### config.mk
export PLATFORM = sky130hd
export DESIGN_NAME = excluded_rect_span_generator_core_flat
export DESIGN_NICKNAME = d
export VERILOG_FILES = /design/src/rtl/core/erspg_pkg.sv /design/src/rtl/core/erspg_ifs.sv /design/src/rtl/core/erspg_ctrl.sv /design/src/rtl/core/erspg_dp.sv /design/src/rtl/core/excluded_rect_span_generator_core.sv /design/src/flat_wrapper.sv
export SDC_FILE = /design/constraint.sdc
export NUM_CORES = 1
export LEC_CHECK = 0
export BUFFER_PORTS_ARGS = -buffer_cell sky130_fd_sc_hd__buf_2
export CAP_MARGIN = 20
export CORE_ASPECT_RATIO = 1.1
export CORE_MARGIN = 10
export CORE_UTILIZATION = 25
export CTS_BUF_LIST = sky130_fd_sc_hd__clkbuf_8
export DETAILED_ROUTE_END_ITERATION = 10
export SKIP_CTS_REPAIR_TIMING = 1
export SYNTH_ARGS = -nofsm -noshare
export SYNTH_HDL_FRONTEND = slang
export SYNTH_SLANG_ARGS = --single-unit
export TNS_END_PERCENT = 1
### constraint.sdc
create_clock -name clock -period 17.4 [get_ports clock]
set_input_delay 1.74 -clock clock [delete_from_list [all_inputs] [get_ports clock]]
set_output_delay 1.74 -clock clock [all_outputs]
set_load 0.01 [all_outputs]
### src/rtl/core/erspg_pkg.sv
// ----------------------------------------------------------------------------
// erspg_pkg
// Field widths, codes and the command and status bundles shared by the
// exclusion rectangle span generator.
// ----------------------------------------------------------------------------
package erspg_pkg;

   // Fixed widths of the channel fields.
   localparam int ACTION_W  = 2;
   localparam int RECT_W    = 16;
   localparam int ROW_W     = 12;
   localparam int START_W   = 12;
   localparam int LEN_W     = 13;
   localparam int CFG_W     = 13;
   localparam int CSR_IDX_W = 1;

   // Register values after reset.
   localparam logic [CFG_W-1:0] FRAME_WIDTH_RESET  = 13'd640;
   localparam logic [CFG_W-1:0] FRAME_HEIGHT_RESET = 13'd480;

   // Request action codes.
   typedef enum logic [ACTION_W-1:0] {
      ACT_CLEAR  = 2'd0,
      ACT_APPEND = 2'd1,
      ACT_ROW    = 2'd2
   } action_type;

   // Configuration register indexes.
   typedef enum logic [CSR_IDX_W-1:0] {
      CSR_FRAME_WIDTH  = 1'b0,
      CSR_FRAME_HEIGHT = 1'b1
   } csr_index_type;

   // Commands from the controller to the datapath.
   typedef struct packed {
      logic clear;
      logic append;
      logic start;
      logic advance;
      logic pend_load;
      logic sel_tail;
      logic out_load;
      logic out_marker;
      logic out_last;
   } erspg_cmd_type;

   // Status from the datapath to the controller.
   typedef struct packed {
      logic walk_done;
      logic walk_gap;
      logic tail_gap;
      logic out_free;
   } erspg_status_type;

endpackage

### src/rtl/core/erspg_ifs.sv
// ----------------------------------------------------------------------------
// erspg channel interfaces
// Valid/ready channels for requests, span results and register writes.
// ----------------------------------------------------------------------------

// Request channel: one table action or row request per transaction.
interface erspg_req_if;
   import erspg_pkg::*;

   logic                     valid;
   logic                     ready;
   logic [ACTION_W-1:0]      action;
   logic signed [RECT_W-1:0] rect_left;
   logic signed [RECT_W-1:0] rect_top;
   logic signed [RECT_W-1:0] rect_right;
   logic signed [RECT_W-1:0] rect_bottom;
   logic [ROW_W-1:0]         row_index;

   modport source (output valid, action, rect_left, rect_top, rect_right,
                   rect_bottom, row_index, input ready);
   modport sink (input valid, action, rect_left, rect_top, rect_right,
                 rect_bottom, row_index, output ready);
endinterface

// Result channel: one span or row marker per transaction.
interface erspg_rsp_if;
   import erspg_pkg::*;

   logic               valid;
   logic               ready;
   logic [START_W-1:0] span_start;
   logic [ROW_W-1:0]   span_row;
   logic [LEN_W-1:0]   span_length;
   logic               span_valid;
   logic               last_span;
   logic               table_overflow;

   modport source (output valid, span_start, span_row, span_length, span_valid,
                   last_span, table_overflow, input ready);
   modport sink (input valid, span_start, span_row, span_length, span_valid,
                 last_span, table_overflow, output ready);
endinterface

// Register write channel.
interface erspg_csr_if;
   import erspg_pkg::*;

   logic                 valid;
   logic                 ready;
   logic [CSR_IDX_W-1:0] index;
   logic [CFG_W-1:0]     data;

   modport source (output valid, index, data, input ready);
   modport sink (input valid, index, data, output ready);
endinterface

### src/rtl/core/erspg_ctrl.sv
// ----------------------------------------------------------------------------
// erspg_ctrl
// Controller: accepts requests and sequences the table walk, the tail span
// and the hand-off of held spans to the output register.
// ----------------------------------------------------------------------------
module erspg_ctrl (
   input  logic                            clock,
   input  logic                            reset,
   input  logic                            req_valid,
   input  logic [erspg_pkg::ACTION_W-1:0]  req_action,
   output logic                            req_ready,
   input  erspg_pkg::erspg_status_type     status,
   output erspg_pkg::erspg_cmd_type        cmd
);
   import erspg_pkg::*;

   typedef enum logic [3:0] {
      ST_IDLE  = 4'b0001,
      ST_WALK  = 4'b0010,
      ST_TAIL  = 4'b0100,
      ST_FLUSH = 4'b1000
   } state_type;

   state_type state_ff, state_in;
   logic      pend_valid_ff, pend_valid_in;

   // State and the held-span flag.
   always_ff @(posedge clock) begin
      if (reset) begin
         state_ff      <= ST_IDLE;
         pend_valid_ff <= 1'b0;
      end else begin
         state_ff      <= state_in;
         pend_valid_ff <= pend_valid_in;
      end
   end

   // A span is held back one step so that the final one can be flagged last.
   always_comb begin
      state_in      = state_ff;
      pend_valid_in = pend_valid_ff;
      cmd           = '0;
      req_ready     = 1'b0;
      unique case (state_ff)
         ST_IDLE: begin
            req_ready = 1'b1;
            if (req_valid) begin
               unique case (req_action)
                  ACT_CLEAR:  cmd.clear = 1'b1;
                  ACT_APPEND: cmd.append = 1'b1;
                  ACT_ROW: begin
                     cmd.start     = 1'b1;
                     pend_valid_in = 1'b0;
                     state_in      = ST_WALK;
                  end
                  default: ;
               endcase
            end
         end
         ST_WALK: begin
            if (status.walk_done) begin
               state_in = ST_TAIL;
            end else if (!(status.walk_gap && pend_valid_ff && !status.out_free)) begin
               cmd.advance = 1'b1;
               if (status.walk_gap) begin
                  cmd.pend_load = 1'b1;
                  pend_valid_in = 1'b1;
                  cmd.out_load  = pend_valid_ff;
               end
            end
         end
         ST_TAIL: begin
            if (status.out_free || (!pend_valid_ff && status.tail_gap)) begin
               if (pend_valid_ff) begin
                  cmd.out_load = 1'b1;
                  cmd.out_last = !status.tail_gap;
               end else if (!status.tail_gap) begin
                  cmd.out_load   = 1'b1;
                  cmd.out_marker = 1'b1;
                  cmd.out_last   = 1'b1;
               end
               if (status.tail_gap) begin
                  cmd.pend_load = 1'b1;
                  cmd.sel_tail  = 1'b1;
                  pend_valid_in = 1'b1;
                  state_in      = ST_FLUSH;
               end else begin
                  pend_valid_in = 1'b0;
                  state_in      = ST_IDLE;
               end
            end
         end
         ST_FLUSH: begin
            if (status.out_free) begin
               cmd.out_load  = 1'b1;
               cmd.out_last  = 1'b1;
               pend_valid_in = 1'b0;
               state_in      = ST_IDLE;
            end
         end
         default: state_in = ST_IDLE;
      endcase
   end

endmodule

### src/rtl/core/erspg_dp.sv
// ----------------------------------------------------------------------------
// erspg_dp
// Datapath: frame registers, rectangle clipping, the rectangle table memory,
// the row cursor, the held span and the output register.
// ----------------------------------------------------------------------------
module erspg_dp #(
   parameter int MAX_RECTS  = 16,
   parameter int COORD_BITS = 13
) (
   input  logic                                 clock,
   input  logic                                 reset,
   input  logic signed [erspg_pkg::RECT_W-1:0]  req_rect_left,
   input  logic signed [erspg_pkg::RECT_W-1:0]  req_rect_top,
   input  logic signed [erspg_pkg::RECT_W-1:0]  req_rect_right,
   input  logic signed [erspg_pkg::RECT_W-1:0]  req_rect_bottom,
   input  logic [erspg_pkg::ROW_W-1:0]          req_row_index,
   input  logic                                 csr_valid,
   input  logic [erspg_pkg::CSR_IDX_W-1:0]      csr_index,
   input  logic [erspg_pkg::CFG_W-1:0]          csr_data,
   input  erspg_pkg::erspg_cmd_type             cmd,
   output erspg_pkg::erspg_status_type          status,
   input  logic                                 rsp_ready,
   output logic                                 rsp_valid,
   output logic [erspg_pkg::START_W-1:0]        rsp_span_start,
   output logic [erspg_pkg::ROW_W-1:0]          rsp_span_row,
   output logic [erspg_pkg::LEN_W-1:0]          rsp_span_length,
   output logic                                 rsp_span_valid,
   output logic                                 rsp_last_span,
   output logic                                 rsp_table_overflow
);
   import erspg_pkg::*;

   localparam int AW  = (MAX_RECTS > 1) ? $clog2(MAX_RECTS) : 1;
   localparam int CW  = $clog2(MAX_RECTS + 1);
   localparam int CB  = COORD_BITS;
   localparam int EW  = 4 * CB;
   // Wide enough for the signed input edges and for the frame cap.
   localparam int SW  = ((CB > RECT_W) ? CB : RECT_W) + 2;
   localparam int CAP = 1 << (CB - 1);
   localparam logic signed [SW-1:0] CAP_S = SW'(CAP);
   localparam logic [CW-1:0]        DEPTH = CW'(MAX_RECTS);

   logic [CFG_W-1:0]      frame_width_ff, frame_height_ff;
   logic signed [SW-1:0]  fw_s, fh_s, w_s, h_s;
   logic [CB-1:0]         w_cap;
   logic signed [SW-1:0]  l_s, t_s, r_s, b_s;
   logic signed [SW-1:0]  cl_left, cl_top, cl_right, cl_bottom;
   logic                  clip_empty;
   logic [EW-1:0]         entry;
   logic [EW-1:0]         mem [MAX_RECTS];
   logic [EW-1:0]         rd_data_ff;
   logic [AW-1:0]         rd_addr;
   logic                  rd_ok;
   logic                  wr_en;
   logic [CW-1:0]         count_ff;
   logic                  overflow_ff;
   logic [CW-1:0]         idx_ff, idx_in;
   logic [CB-1:0]         cursor_ff;
   logic [ROW_W-1:0]      row_ff;
   logic                  row_ok_ff, row_ok_req;
   logic [CB-1:0]         e_left, e_top, e_right, e_bottom;
   logic [SW-1:0]         row_u, top_u, bot_u;
   logic                  hit;
   logic [CB-1:0]         gap_end;
   logic [SW-1:0]         cursor_u, gap_len;
   logic [START_W-1:0]    pend_start_ff;
   logic [LEN_W-1:0]      pend_len_ff;
   logic                  rsp_valid_ff;

   // Frame registers.
   always_ff @(posedge clock) begin
      if (reset) begin
         frame_width_ff  <= FRAME_WIDTH_RESET;
         frame_height_ff <= FRAME_HEIGHT_RESET;
      end else if (csr_valid) begin
         unique case (csr_index)
            CSR_FRAME_WIDTH:  frame_width_ff <= csr_data;
            CSR_FRAME_HEIGHT: frame_height_ff <= csr_data;
            default: ;
         endcase
      end
   end

   // Frame size capped to what the coordinate width can address.
   assign fw_s  = signed'(SW'(frame_width_ff));
   assign fh_s  = signed'(SW'(frame_height_ff));
   assign w_s   = (fw_s > CAP_S) ? CAP_S : fw_s;
   assign h_s   = (fh_s > CAP_S) ? CAP_S : fh_s;
   assign w_cap = w_s[CB-1:0];

   // Clip the appended rectangle to the frame; an empty result stores zeros.
   assign l_s        = SW'(req_rect_left);
   assign t_s        = SW'(req_rect_top);
   assign r_s        = SW'(req_rect_right);
   assign b_s        = SW'(req_rect_bottom);
   assign cl_left    = (l_s < 0) ? '0 : l_s;
   assign cl_top     = (t_s < 0) ? '0 : t_s;
   assign cl_right   = (r_s > w_s) ? w_s : r_s;
   assign cl_bottom  = (b_s > h_s) ? h_s : b_s;
   assign clip_empty = (cl_left >= cl_right) || (cl_top >= cl_bottom);
   assign entry      = clip_empty ? '0 : {cl_left[CB-1:0], cl_top[CB-1:0],
                                          cl_right[CB-1:0], cl_bottom[CB-1:0]};

   // Table fill level and the sticky overflow flag.
   assign wr_en = cmd.append && (count_ff < DEPTH);

   always_ff @(posedge clock) begin
      if (reset) begin
         count_ff    <= '0;
         overflow_ff <= 1'b0;
      end else if (cmd.clear) begin
         count_ff    <= '0;
         overflow_ff <= 1'b0;
      end else if (cmd.append) begin
         if (wr_en) begin
            count_ff <= count_ff + CW'(1);
         end else begin
            overflow_ff <= 1'b1;
         end
      end
   end

   // Walk index; the memory is addressed with its next value so that the
   // registered read data belongs to the current index.
   always_comb begin
      if (cmd.start) begin
         idx_in = '0;
      end else if (cmd.advance) begin
         idx_in = idx_ff + CW'(1);
      end else begin
         idx_in = idx_ff;
      end
   end

   assign rd_addr = idx_in[AW-1:0];
   assign rd_ok   = idx_in < DEPTH;

   // Rectangle table: one write port, one registered read port.
   always_ff @(posedge clock) begin
      if (wr_en) begin
         mem[count_ff[AW-1:0]] <= entry;
      end
      if (rd_ok) begin
         rd_data_ff <= mem[rd_addr];
      end
   end

   // Row request state.
   assign row_ok_req = (signed'(SW'(req_row_index)) < h_s) && (w_s != '0);

   always_ff @(posedge clock) begin
      if (reset) begin
         idx_ff    <= '0;
         row_ok_ff <= 1'b0;
      end else begin
         idx_ff <= idx_in;
         if (cmd.start) begin
            row_ok_ff <= row_ok_req;
         end
      end
   end

   always_ff @(posedge clock) begin
      if (cmd.start) begin
         row_ff    <= req_row_index;
         cursor_ff <= '0;
      end else if (cmd.advance && hit) begin
         cursor_ff <= e_right;
      end
   end

   // Evaluate the current table entry against the row.
   assign e_left   = rd_data_ff[4*CB-1 -: CB];
   assign e_top    = rd_data_ff[3*CB-1 -: CB];
   assign e_right  = rd_data_ff[2*CB-1 -: CB];
   assign e_bottom = rd_data_ff[CB-1:0];
   assign row_u    = SW'(row_ff);
   assign top_u    = SW'(e_top);
   assign bot_u    = SW'(e_bottom);
   assign hit      = (e_left < e_right) && (e_top < e_bottom) &&
                     (top_u <= row_u) && (row_u < bot_u);

   assign status.walk_done = (idx_ff == count_ff) || !row_ok_ff;
   assign status.walk_gap  = hit && (e_left > cursor_ff);
   assign status.tail_gap  = row_ok_ff && (w_cap > cursor_ff);
   assign status.out_free  = !rsp_valid_ff || rsp_ready;

   // Held span: from the cursor up to the entry's left edge or the frame edge.
   assign gap_end  = cmd.sel_tail ? w_cap : e_left;
   assign cursor_u = SW'(cursor_ff);
   assign gap_len  = SW'(gap_end) - cursor_u;

   always_ff @(posedge clock) begin
      if (cmd.pend_load) begin
         pend_start_ff <= cursor_u[START_W-1:0];
         pend_len_ff   <= gap_len[LEN_W-1:0];
      end
   end

   // Output register.
   always_ff @(posedge clock) begin
      if (reset) begin
         rsp_valid_ff <= 1'b0;
      end else if (cmd.out_load) begin
         rsp_valid_ff <= 1'b1;
      end else if (rsp_ready) begin
         rsp_valid_ff <= 1'b0;
      end
   end

   always_ff @(posedge clock) begin
      if (cmd.out_load) begin
         rsp_span_start     <= cmd.out_marker ? '0 : pend_start_ff;
         rsp_span_row       <= row_ff;
         rsp_span_length    <= cmd.out_marker ? '0 : pend_len_ff;
         rsp_span_valid     <= !cmd.out_marker;
         rsp_last_span      <= cmd.out_last;
         rsp_table_overflow <= overflow_ff;
      end
   end

   assign rsp_valid = rsp_valid_ff;

endmodule

### src/rtl/core/excluded_rect_span_generator_core.sv
// ----------------------------------------------------------------------------
// excluded_rect_span_generator_core
// Emits the uncovered spans of one frame row around a table of exclusion
// rectangles.
// ----------------------------------------------------------------------------
// A clear or an append request is taken in the idle state and the block is
// ready again in the next cycle. A row request walks the stored rectangles
// through the table memory's single read port, one entry per cycle while
// finished spans can move into the output register, and takes no new
// request until the row's last result has been loaded into the output
// register. Results of a row request leave in table order, the final one
// with last_span set; a row without spans, or outside the frame, gives a
// single marker with span_valid clear. The table needs no clearing pass
// after reset.
module excluded_rect_span_generator_core #(
   parameter int MAX_RECTS  = 16,
   parameter int COORD_BITS = 13
) (
   input  logic               clock,
   input  logic               reset,
   erspg_req_if.sink          req_chan,
   erspg_rsp_if.source        rsp_chan,
   erspg_csr_if.sink          csr_chan
);
   import erspg_pkg::*;

   erspg_cmd_type    cmd;
   erspg_status_type status;

   // Register writes are always taken.
   assign csr_chan.ready = 1'b1;

   // Controller.
   erspg_ctrl u_ctrl (
      .clock      (clock),
      .reset      (reset),
      .req_valid  (req_chan.valid),
      .req_action (req_chan.action),
      .req_ready  (req_chan.ready),
      .status     (status),
      .cmd        (cmd)
   );

   // Datapath.
   erspg_dp #(
      .MAX_RECTS  (MAX_RECTS),
      .COORD_BITS (COORD_BITS)
   ) u_dp (
      .clock              (clock),
      .reset              (reset),
      .req_rect_left      (req_chan.rect_left),
      .req_rect_top       (req_chan.rect_top),
      .req_rect_right     (req_chan.rect_right),
      .req_rect_bottom    (req_chan.rect_bottom),
      .req_row_index      (req_chan.row_index),
      .csr_valid          (csr_chan.valid),
      .csr_index          (csr_chan.index),
      .csr_data           (csr_chan.data),
      .cmd                (cmd),
      .status             (status),
      .rsp_ready          (rsp_chan.ready),
      .rsp_valid          (rsp_chan.valid),
      .rsp_span_start     (rsp_chan.span_start),
      .rsp_span_row       (rsp_chan.span_row),
      .rsp_span_length    (rsp_chan.span_length),
      .rsp_span_valid     (rsp_chan.span_valid),
      .rsp_last_span      (rsp_chan.last_span),
      .rsp_table_overflow (rsp_chan.table_overflow)
   );

endmodule

### src/flat_wrapper.sv
// flat-port wrapper written by rule: the top's interface ports become plain ports
module excluded_rect_span_generator_core_flat import erspg_pkg::*;
#(
   parameter int MAX_RECTS  = 16,
   parameter int COORD_BITS = 13
)
  (clock, reset, req_chan_valid, req_chan_action, req_chan_rect_left, req_chan_rect_top, req_chan_rect_right, req_chan_rect_bottom, req_chan_row_index, req_chan_ready, rsp_chan_valid, rsp_chan_span_start, rsp_chan_span_row, rsp_chan_span_length, rsp_chan_span_valid, rsp_chan_last_span, rsp_chan_table_overflow, rsp_chan_ready, csr_chan_valid, csr_chan_index, csr_chan_data, csr_chan_ready);
  erspg_req_if req_chan_i ();
  erspg_rsp_if rsp_chan_i ();
  erspg_csr_if csr_chan_i ();
  input  logic clock;
  input  logic reset;
  input wire logic [$bits(req_chan_i.valid)-1:0] req_chan_valid;
  input wire logic [$bits(req_chan_i.action)-1:0] req_chan_action;
  input wire logic [$bits(req_chan_i.rect_left)-1:0] req_chan_rect_left;
  input wire logic [$bits(req_chan_i.rect_top)-1:0] req_chan_rect_top;
  input wire logic [$bits(req_chan_i.rect_right)-1:0] req_chan_rect_right;
  input wire logic [$bits(req_chan_i.rect_bottom)-1:0] req_chan_rect_bottom;
  input wire logic [$bits(req_chan_i.row_index)-1:0] req_chan_row_index;
  output wire logic [$bits(req_chan_i.ready)-1:0] req_chan_ready;
  output wire logic [$bits(rsp_chan_i.valid)-1:0] rsp_chan_valid;
  output wire logic [$bits(rsp_chan_i.span_start)-1:0] rsp_chan_span_start;
  output wire logic [$bits(rsp_chan_i.span_row)-1:0] rsp_chan_span_row;
  output wire logic [$bits(rsp_chan_i.span_length)-1:0] rsp_chan_span_length;
  output wire logic [$bits(rsp_chan_i.span_valid)-1:0] rsp_chan_span_valid;
  output wire logic [$bits(rsp_chan_i.last_span)-1:0] rsp_chan_last_span;
  output wire logic [$bits(rsp_chan_i.table_overflow)-1:0] rsp_chan_table_overflow;
  input wire logic [$bits(rsp_chan_i.ready)-1:0] rsp_chan_ready;
  input wire logic [$bits(csr_chan_i.valid)-1:0] csr_chan_valid;
  input wire logic [$bits(csr_chan_i.index)-1:0] csr_chan_index;
  input wire logic [$bits(csr_chan_i.data)-1:0] csr_chan_data;
  output wire logic [$bits(csr_chan_i.ready)-1:0] csr_chan_ready;
  assign req_chan_i.valid = req_chan_valid;
  assign req_chan_i.action = req_chan_action;
  assign req_chan_i.rect_left = req_chan_rect_left;
  assign req_chan_i.rect_top = req_chan_rect_top;
  assign req_chan_i.rect_right = req_chan_rect_right;
  assign req_chan_i.rect_bottom = req_chan_rect_bottom;
  assign req_chan_i.row_index = req_chan_row_index;
  assign req_chan_ready = req_chan_i.ready;
  assign rsp_chan_valid = rsp_chan_i.valid;
  assign rsp_chan_span_start = rsp_chan_i.span_start;
  assign rsp_chan_span_row = rsp_chan_i.span_row;
  assign rsp_chan_span_length = rsp_chan_i.span_length;
  assign rsp_chan_span_valid = rsp_chan_i.span_valid;
  assign rsp_chan_last_span = rsp_chan_i.last_span;
  assign rsp_chan_table_overflow = rsp_chan_i.table_overflow;
  assign rsp_chan_i.ready = rsp_chan_ready;
  assign csr_chan_i.valid = csr_chan_valid;
  assign csr_chan_i.index = csr_chan_index;
  assign csr_chan_i.data = csr_chan_data;
  assign csr_chan_ready = csr_chan_i.ready;
  excluded_rect_span_generator_core #(.MAX_RECTS(MAX_RECTS), .COORD_BITS(COORD_BITS)) u_core (.clock(clock), .reset(reset), .req_chan(req_chan_i), .rsp_chan(rsp_chan_i), .csr_chan(csr_chan_i));
endmodule
==> results of run 1 <==
-- stage by stage --
stage                     total power [W]  std cells
after floorplan                   0.00288       3261
after global placement            0.00299       5663
after detailed placement          0.00299       5670
after CTS                         0.00491       5948
after global routing              0.00503       5952
final                             0.00487       5956
-- synth_stat cells, types with 3 or more instances --
library cell / count / area (µm²)
xnor2_1: 16 / 140
nand4_1: 20 / 125
and2_1: 36 / 225
nor4_1: 11 / 68.8
o21ai_0: 124 / 621
inv_1: 104 / 390
o41ai_1: 3 / 26.3
a21boi_0: 150 / 1130
clkbuf_1: 120 / 450
a2111o_1: 52 / 586
buf_2: 63 / 315
o22ai_1: 53 / 332
nor3b_1: 30 / 225
mux2i_1: 174 / 1740
edfxtp_1: 961 / 28900
dfxtp_1: 57 / 1140
a21o_1: 29 / 218
a21oi_1: 126 / 631
nor3_1: 19 / 95.1
a21boi_1: 9 / 67.6
o211ai_1: 6 / 45.0
nand3_1: 21 / 105
o21ai_1: 77 / 385
o21a_1: 11 / 82.6
mux2_2: 12 / 135
o2111ai_1: 53 / 464
a211oi_1: 8 / 60.1
xor2_1: 6 / 52.6
nand3b_1: 10 / 75.1
nor4b_1: 4 / 35.0
and3_1: 166 / 1040
nor2_1: 87 / 327
a211o_1: 3 / 26.3
ha_1: 157 / 1960
o21bai_1: 4 / 30.0
nand2_1: 382 / 1430
nand2b_1: 8 / 50.1
nor2b_1: 51 / 319
-- state kept, by name, indices dropped and copies added (netlist names), 12 cells and up --
name,count
u_core.u_dp.pend_start_ff,12
u_core.u_dp.rsp_span_start,12
u_core.u_dp.frame_height_ff,13
u_core.u_dp.cursor_ff,13
u_core.u_dp.rd_data_ff,52
u_core.u_dp.rsp_span_length,13
u_core.u_dp.mem,832
u_core.u_dp.row_ff,12
u_core.u_dp.frame_width_ff,13
u_core.u_dp.rsp_span_row,12
u_core.u_dp.pend_len_ff,13
-- cell families (layout without fill, tap and decap cells) --
logic type	after synthesis	in the layout	synth area share, %
compound gates	727	727	11.0
xor+xnor	22	22	0.434
fa+ha+maj	158	158	4.47
buf+inv	294	605	2.70
flops	1018	1018	67.6
mux	186	186	4.23
other cells	1	7	0.00846
simple gates	855	855	9.48
-- how the worst max path moves through the flow --
stage	slack, ns	start	endpoint	cells after the start
2_1_floorplan	10.56	req_chan_action[1]	u_core.u_dp.mem[5][0]$_DFFE_PP_	4
3_3_place_gp	9.12	req_chan_rect_bottom[1]	u_core.u_dp.mem[11][31]$_DFFE_PP_	24
3_5_place_dp	9.52	req_chan_rect_bottom[1]	u_core.u_dp.mem[15][33]$_DFFE_PP_	25
4_1_cts	10.29	u_core.u_dp.frame_height_ff[12]$_SDFFE_PP0P_	u_core.u_dp.mem[12][33]$_DFFE_PP_	26
5_1_grt	9.77	u_core.u_dp.frame_height_ff[12]$_SDFFE_PP0P_	u_core.u_dp.mem[15][33]$_DFFE_PP_	26
6_report	10.21	u_core.u_dp.frame_height_ff[12]$_SDFFE_PP0P_	u_core.u_dp.mem[12][33]$_DFFE_PP_	26
-- cell usage in the layout, fill, tap and decap left out, types with 9 or more instances in the layout --
master	synthesis	final
edfxtp_1	961	961
nand2_1	382	381
mux2i_1	174	174
clkbuf_8	0	167
and3_1	166	166
ha_1	157	157
a21boi_0	150	150
inv_1	104	141
buf_2	63	141
o21ai_0	124	124
a21oi_1	126	123
nor2_1	87	82
buf_4	2	77
o21ai_1	77	75
dfxtp_1	57	57
o22ai_1	53	53
o2111ai_1	53	53
a2111o_1	52	52
nor2b_1	51	51
clkinv_1	1	36
nor3b_1	30	30
a21o_1	29	29
and2_1	36	26
nand3_1	21	21
nand4_1	20	20
clkinv_2	0	20
xnor2_1	16	16
nor3_1	19	14
mux2_2	12	12
o21a_1	11	11
nor4_1	11	11
nand3b_1	10	10
and2_4	0	9
a21boi_1	9	9
-- area by class of cell --
class | count | area [µm²]
fill | 18000 | 126000
sequential | 1018 | 30000
multi-input combinational | 1949 | 13300
tap | 2378 | 2980
clock buffer | 167 | 2300
timing repair buffer | 221 | 1320
clock inverter | 111 | 678
inverter | 106 | 398
antenna | 6 | 15.0
-- where the power goes --
part | leakage (nW) | internal (W) | total [W] | switching (W)
registers | 9.48 | 0.00269 | 0.00271 | 0.0000189
logic | 6.86 | 0.0000808 | 0.000237 | 0.000156
clock network | 1.67 | 0.000971 | 0.00193 | 0.000958
-- per-layer routing --
metal  routed length, µm  GRT usage (%)  share of wire, %
met5                  13              0            0.0092
met4                7480           7.57               5.3
met3               10100           2.34               7.1
met2               68200           23.5                48
met1               56200           17.2                40
-- worst reg2reg max path, delay by kind of cell, from the launching register on --
family | cells | cell delay [ns]
buffers and inverters | 4 | 1.13
AOI/OAI and AO/OA | 14 | 2.87
adders and majority gates | 2 | 0.62
DFF | 1 | 0.36
muxes | 1 | 0.43
and+or+nand+nor | 5 | 1.56
==> summary.txt, run 1 <==
Global route
  • Initial antenna violation count: 14
  • Largest net degree at the start of global routing: just over 200
  • Grt total ovfl: 0
  • Vias in the first global route: around 27000
  • First-pass GRT wire length: 199000 µm
  • Gr usage total: 14.0%

Worst hold path
  • Worst hold path type: register to register
  • HP Start: u_core.u_dp.overflow_ff$_SDFFE_PP0P_
  • Worst hold path endpoint: u_core.u_dp.rsp_table_overflow$_DFFE_PP_
  • Hold depth: 0

STA
  • RSZ-0062 raised after global routing: no
  • Final hold vios: 0
  • Clk_skew: slightly below 0.07 ns
  • Max-slew violations: 0
  • Fmax: 139 MHz
  • Setup violators final: 0
  • Setup TNS: 0 ns
  • Final period utilization: 41.3%
  • Final hold slack: 0.435 ns
  • Max-slew headroom: between 20% and 30%
  • Worst Tran Pin Value: 1.10 ns
  • Final Critical Period: 7.19 ns
  • Final worst slack: 10.21 ns

Place
  • Pre-CTS setup slack: roughly 9.5 ns
  • IO Port Bufs: 138
  • Placer Congestion: 0.909
  • DP Wirelength: about 86000 µm
  • Placed cell areas: 0.0480 mm²

Detailed routing
  • Vias per cell: 4.82
  • Iter 0 DRT Violations: between 2000 and 3000
  • Drt drc: 0
  • Final ANT Viol Nets: 0
  • DRT Wirelength: roughly 140000 µm
  • Vias post-DR: 28700
  • Avg WL per Cell: 23.8 µm
  • DR pass1 iterations: 7

Clocking
  • Clk slew on worst S/H paths: 0.06 ns
  • Worst-Skew Late Latency: ~0.92 ns
  • Sink Count: 1018
  • CTS tree: yes
  • H-tree levels: 4
  • TritonCTS Buffers: ~160
  • Clock Tree Root: clkbuf_8
  • Clk buf depth: 3

Worst setup path
  • Most common cell on crit path: a21o_1
  • Reg2reg setup slack: 10.21 ns
  • CP arrival: 7.91 ns
  • Worst-path maximum fanout: 36
  • CP delay by family, top: compound AO/OA/AOI/OAI gates
  • Worst-case reg-to-reg path depth: 26
  • WP buf/inv: 4
  • R2r startpoint: u_core.u_dp.frame_height_ff[12]$_SDFFE_PP0P_
  • CP max-delay cell: nor3b_1
  • Worst r2r dst: u_core.u_dp.mem[12][33]$_DFFE_PP_
  • Slowest cell delay on critical path: 0.88 ns
  • Crit path kind: register to register
  • Worst Setup Start Kind: register
  • WP data required: 18.12 ns
  • Crit end category: register

Cells and area
  • Final design utilization: 28.9%
  • Layout area overhead: 15.0%
  • Final Cell Area: 0.0510 mm²
  • Ratio of cells with drive above 1 in the final layout: 13.3%
  • Final net count: 3710

Synth
  • Post-synthesis sequential area ratio: 67.6%
  • Dominant synthesized flop cell: edfxtp_1
  • Synth cell types: 71
  • Ys async rst share: 0%
  • FF+latch count, synth: just over 1000
  • Synth warn: 0
  • Synth Cell Area: 0.0443 mm²
  • EDFF count, synth: slightly below 1000
  • Mapped Cells: roughly 3300
  • Syn Area/Cell: 13.6 µm²
  • Synthesized Nets: roughly 3500

Floorplan
  • Effective utilization at floorplan: 25.1%
  • Die area: roughly 0.19 mm²
  • Die H: approximately 460 µm
  • Row count: 162
  • Core area: 0.177 mm²
  • Die W: between 400 and 500 µm
  • IO Count: 140

Run
  • Max-cap check violation count: 0

Outcome
  • Status: finished clean

Power
  • Leak: 18.0 nW
  • Worst vdd ir: roughly 0.071 mV
  • PwrDens: 95.5 mW/mm²
No activity file was read; power rests on OpenSTA's default activity.
==> run 2: changes to the inputs <==
==> constraint.sdc (replaced) <==
create_clock -name clock -period 6.6 [get_ports clock]
set_input_delay 0.66 -clock clock [delete_from_list [all_inputs] [get_ports clock]]
set_output_delay 0.66 -clock clock [all_outputs]
set_load 0.01 [all_outputs]
==> summary.txt, run 2 (synthesized netlist as in run 1, its figures left out) <==
Clocking
  • Sink Count: 1018 (unchanged)
  • Clock Tree Root: clkbuf_8
  • Clk slew on worst S/H paths: 0.06 ns (about the same)
  • Worst-Skew Late Latency: 0.88 ns (-0.04 ns)
  • TritonCTS Buffers: 157 (-1.3%)
  • H-tree levels: 4 (unchanged)
  • Clk buf depth: 3 (unchanged)
  • CTS tree: yes

Detailed routing
  • Avg WL per Cell: 23.8 µm (-0.30%)
  • Vias per cell: 4.77 (-1.1%)
  • Drt drc: 0 (unchanged)
  • Iter 0 DRT Violations: 2795 (+0.94%)
  • Vias post-DR: 28600 (-0.37%)
  • DRT Wirelength: 143000 µm (+0.41%)
  • Final ANT Viol Nets: 0 (unchanged)
  • DR pass1 iterations: 6 (-1)

STA
  • Fmax: 164 MHz (+18%)
  • Worst Tran Pin Value: 1.15 ns (+0.0533 ns)
  • RSZ-0062 raised after global routing: no
  • Max-slew headroom: 23.2% (-3.4 points)
  • Final Critical Period: 6.08 ns (-1.11 ns)
  • Final hold vios: 0 (unchanged)
  • Max-slew violations: 0 (unchanged)
  • Setup violators final: 0 (unchanged)
  • Setup TNS: 0 ns (unchanged)
  • Clk_skew: 0.0513 ns (-0.0173 ns)
  • Final period utilization: 92.1% (+51 points)

Worst setup path
  • Crit path from: u_core.u_dp.frame_height_ff[12]$_SDFFE_PP0P_
  • Crit end category: register
  • Worst Setup Start Kind: register
  • CP arrival: 6.59 ns (-1.32 ns)
  • Worst-case reg-to-reg path depth: 24 (-7.7%)
  • Worst-path maximum fanout: 29 (-19%)
  • Crit path kind: register to register
  • R2r startpoint: u_core.u_dp.frame_height_ff[12]$_SDFFE_PP0P_
  • Worst r2r dst: u_core.u_dp.mem[5][4]$_DFFE_PP_
  • CP Capture Point: u_core.u_dp.mem[5][4]$_DFFE_PP_
  • Reg2reg setup slack: 0.52 ns (-9.69 ns)
  • WP data required: 7.11 ns (-11.01 ns)

Floorplan
  • Core area: 0.177 mm² (unchanged)
  • Die W: 422 µm (unchanged)
  • Die H: 462 µm (unchanged)
  • Row count: 162 (unchanged)
  • IO Count: 140 (unchanged)
  • Die area: 0.195 mm² (unchanged)
  • Effective utilization at floorplan: 25.1% (unchanged)

Global route
  • Grt total ovfl: 0 (unchanged)
  • Initial antenna violation count: 20 (+6)
  • Largest net degree at the start of global routing: 206 (unchanged)
  • Vias in the first global route: 27800 (+2.1%)
  • Gr usage total: 14.1% (+0.16 points)
  • First-pass GRT wire length: 202000 µm (+1.3%)

Power
  • Leak: 18.3 nW (+1.5%)
  • Flop pwr share: 54.6% (-0.9 points)
  • Comb power frac: 4.9% (about the same)
  • Sw power: 0.00303 W (+170%)
  • PwrDens: 253 mW/mm² (+170%)
  • Switch share: 23.2% (-0.042 points)
  • Clock network power share: 40.5% (+0.9 points)
  • Worst vdd ir: 0.201 mV (+190%)
  • Internal power: 0.0100 W (+170%)

Worst hold path
  • Worst hold path type: input port to register
  • HP Start: csr_chan_data[7]

Cells and area
  • Commonest non-fill, non-tap cell in the layout: edfxtp_1
  • Final net count: 3736 (+0.70%)
  • Final cell count without fillers: 5998 (+0.71%)
  • Max reg flops: 832 (unchanged)
  • Ratio of cells with drive above 1 in the final layout: 13.9% (+0.58 points)
  • Commonest cells after routing, fill and taps aside: edfxtp_1, nand2_1, mux2i_1, and3_1, clkbuf_8
  • Final Cell Area: 0.0516 mm² (+1.2%)
  • Layout area overhead: 16.4%

Place
  • DP Wirelength: 87600 µm (+2.1%)
  • Placer Congestion: 0.910 (+0.14%)
  • IO Port Bufs: 138 (unchanged)
  • Dpl cells: 5692 (+0.39%)
  • Placed cell areas: 0.0484 mm² (+0.80%)

Run
  • Max-cap check violation count: 0 (unchanged)

Outcome
  • Status: finished clean
[run 2: changes by cell type in the layout (fill, tap and decap cells not counted), sizes merged]
cell	previous run	this run
buf	219	241
dlygate4sd3	0	7
bufinv	5	10
clkinv	58	63
diode	6	11
clkbuf	168	164
inv	152	155
dlymetal6s2s	1	0
[run 2: per-layer routing]
layer | track usage, % | routed length (µm) | vias to the layer above | share of wire (%)
met5 | 0 | 61 | - | 0.043
met2 | 23.3 | 67200 | 1154 | 47
met3 | 2.48 | 9990 | 279 | 7.0
met4 | 8.27 | 8420 | 10 | 5.9
met1 | 17.4 | 56900 | 14300 | 40
li1 | - | - | 12800 | -
[run 2: cell type report]
cell class | count | area (µm²)
Tap cell | 2378 | 2980
Antenna cell | 11 | 27.5
Clock buffer | 163 | 2240
Sequential cell | 1018 | 30000
Clock inverter | 124 | 892
Multi-Input combinational cell | 1949 | 13300
Fill cell | 17900 | 125000
Timing Repair Buffer | 249 | 1770
Inverter | 106 | 398
[run 2: worst min-delay path by stage]
stage	end	slack (ns)	cells past startpoint
6_report	u_core.u_dp.frame_height_ff[7]$_SDFFE_PP1P_	0.03	3
5_1_grt	u_core.u_dp.frame_height_ff[7]$_SDFFE_PP1P_	0.03	3
4_1_cts	u_core.u_dp.row_ff[7]$_DFFE_PP_	-0.12	1
3_5_place_dp	u_core.u_dp.rsp_table_overflow$_DFFE_PP_	0.42	0
3_3_place_gp	u_core.u_dp.pend_start_ff[2]$_DFFE_PP_	0.42	0
2_1_floorplan	u_core.u_dp.pend_start_ff[10]$_DFFE_PP_	0.41	0
[run 2: per-stage QoR]
step                      total power [W]  hold WS [ns]  worst slack (ns)  util [%]
after floorplan                   0.00760         0.408             0.354         -
after global placement            0.00789         0.419             0.565      27.4
after detailed placement          0.00790         0.420             0.509      27.4
after CTS                          0.0132        -0.120             0.515      29.2
after global routing               0.0135        0.0295             0.142      29.2
final                              0.0131        0.0319             0.521      29.2
[run 2: power groups by stage]
stage               clock [W]  sequential (W)  combinational [W]
detailed placement          0         0.00727           0.000630
global route          0.00568         0.00713           0.000701
finish                0.00530         0.00714           0.000639
global placement            0         0.00727           0.000620
CTS                   0.00541         0.00713           0.000634
floorplan                   0         0.00724           0.000356
[run 2: worst max-delay path, stage by stage, from the launching register on]
cell and delay, ns:
dfxtp_1 0.40, inv_1 0.08, nand2_1 0.16, ha_1 0.28, nor2b_1 0.13, o21a_1 0.16, o21ai_0 0.14, nand2b_1 0.08
a21oi_1 0.15, o21ai_0 0.09, a21oi_1 0.15, a311o_1 0.33, mux2_2 0.44, ha_1 0.27, nand2b_1 0.14, a21o_1 0.18
a21o_1 0.17, a21o_1 0.16, a21o_1 0.18, a21o_1 0.18, a211oi_1 0.28, o31a_1 0.23, o31ai_4 0.25, buf_12 0.28
nor2_1 0.75
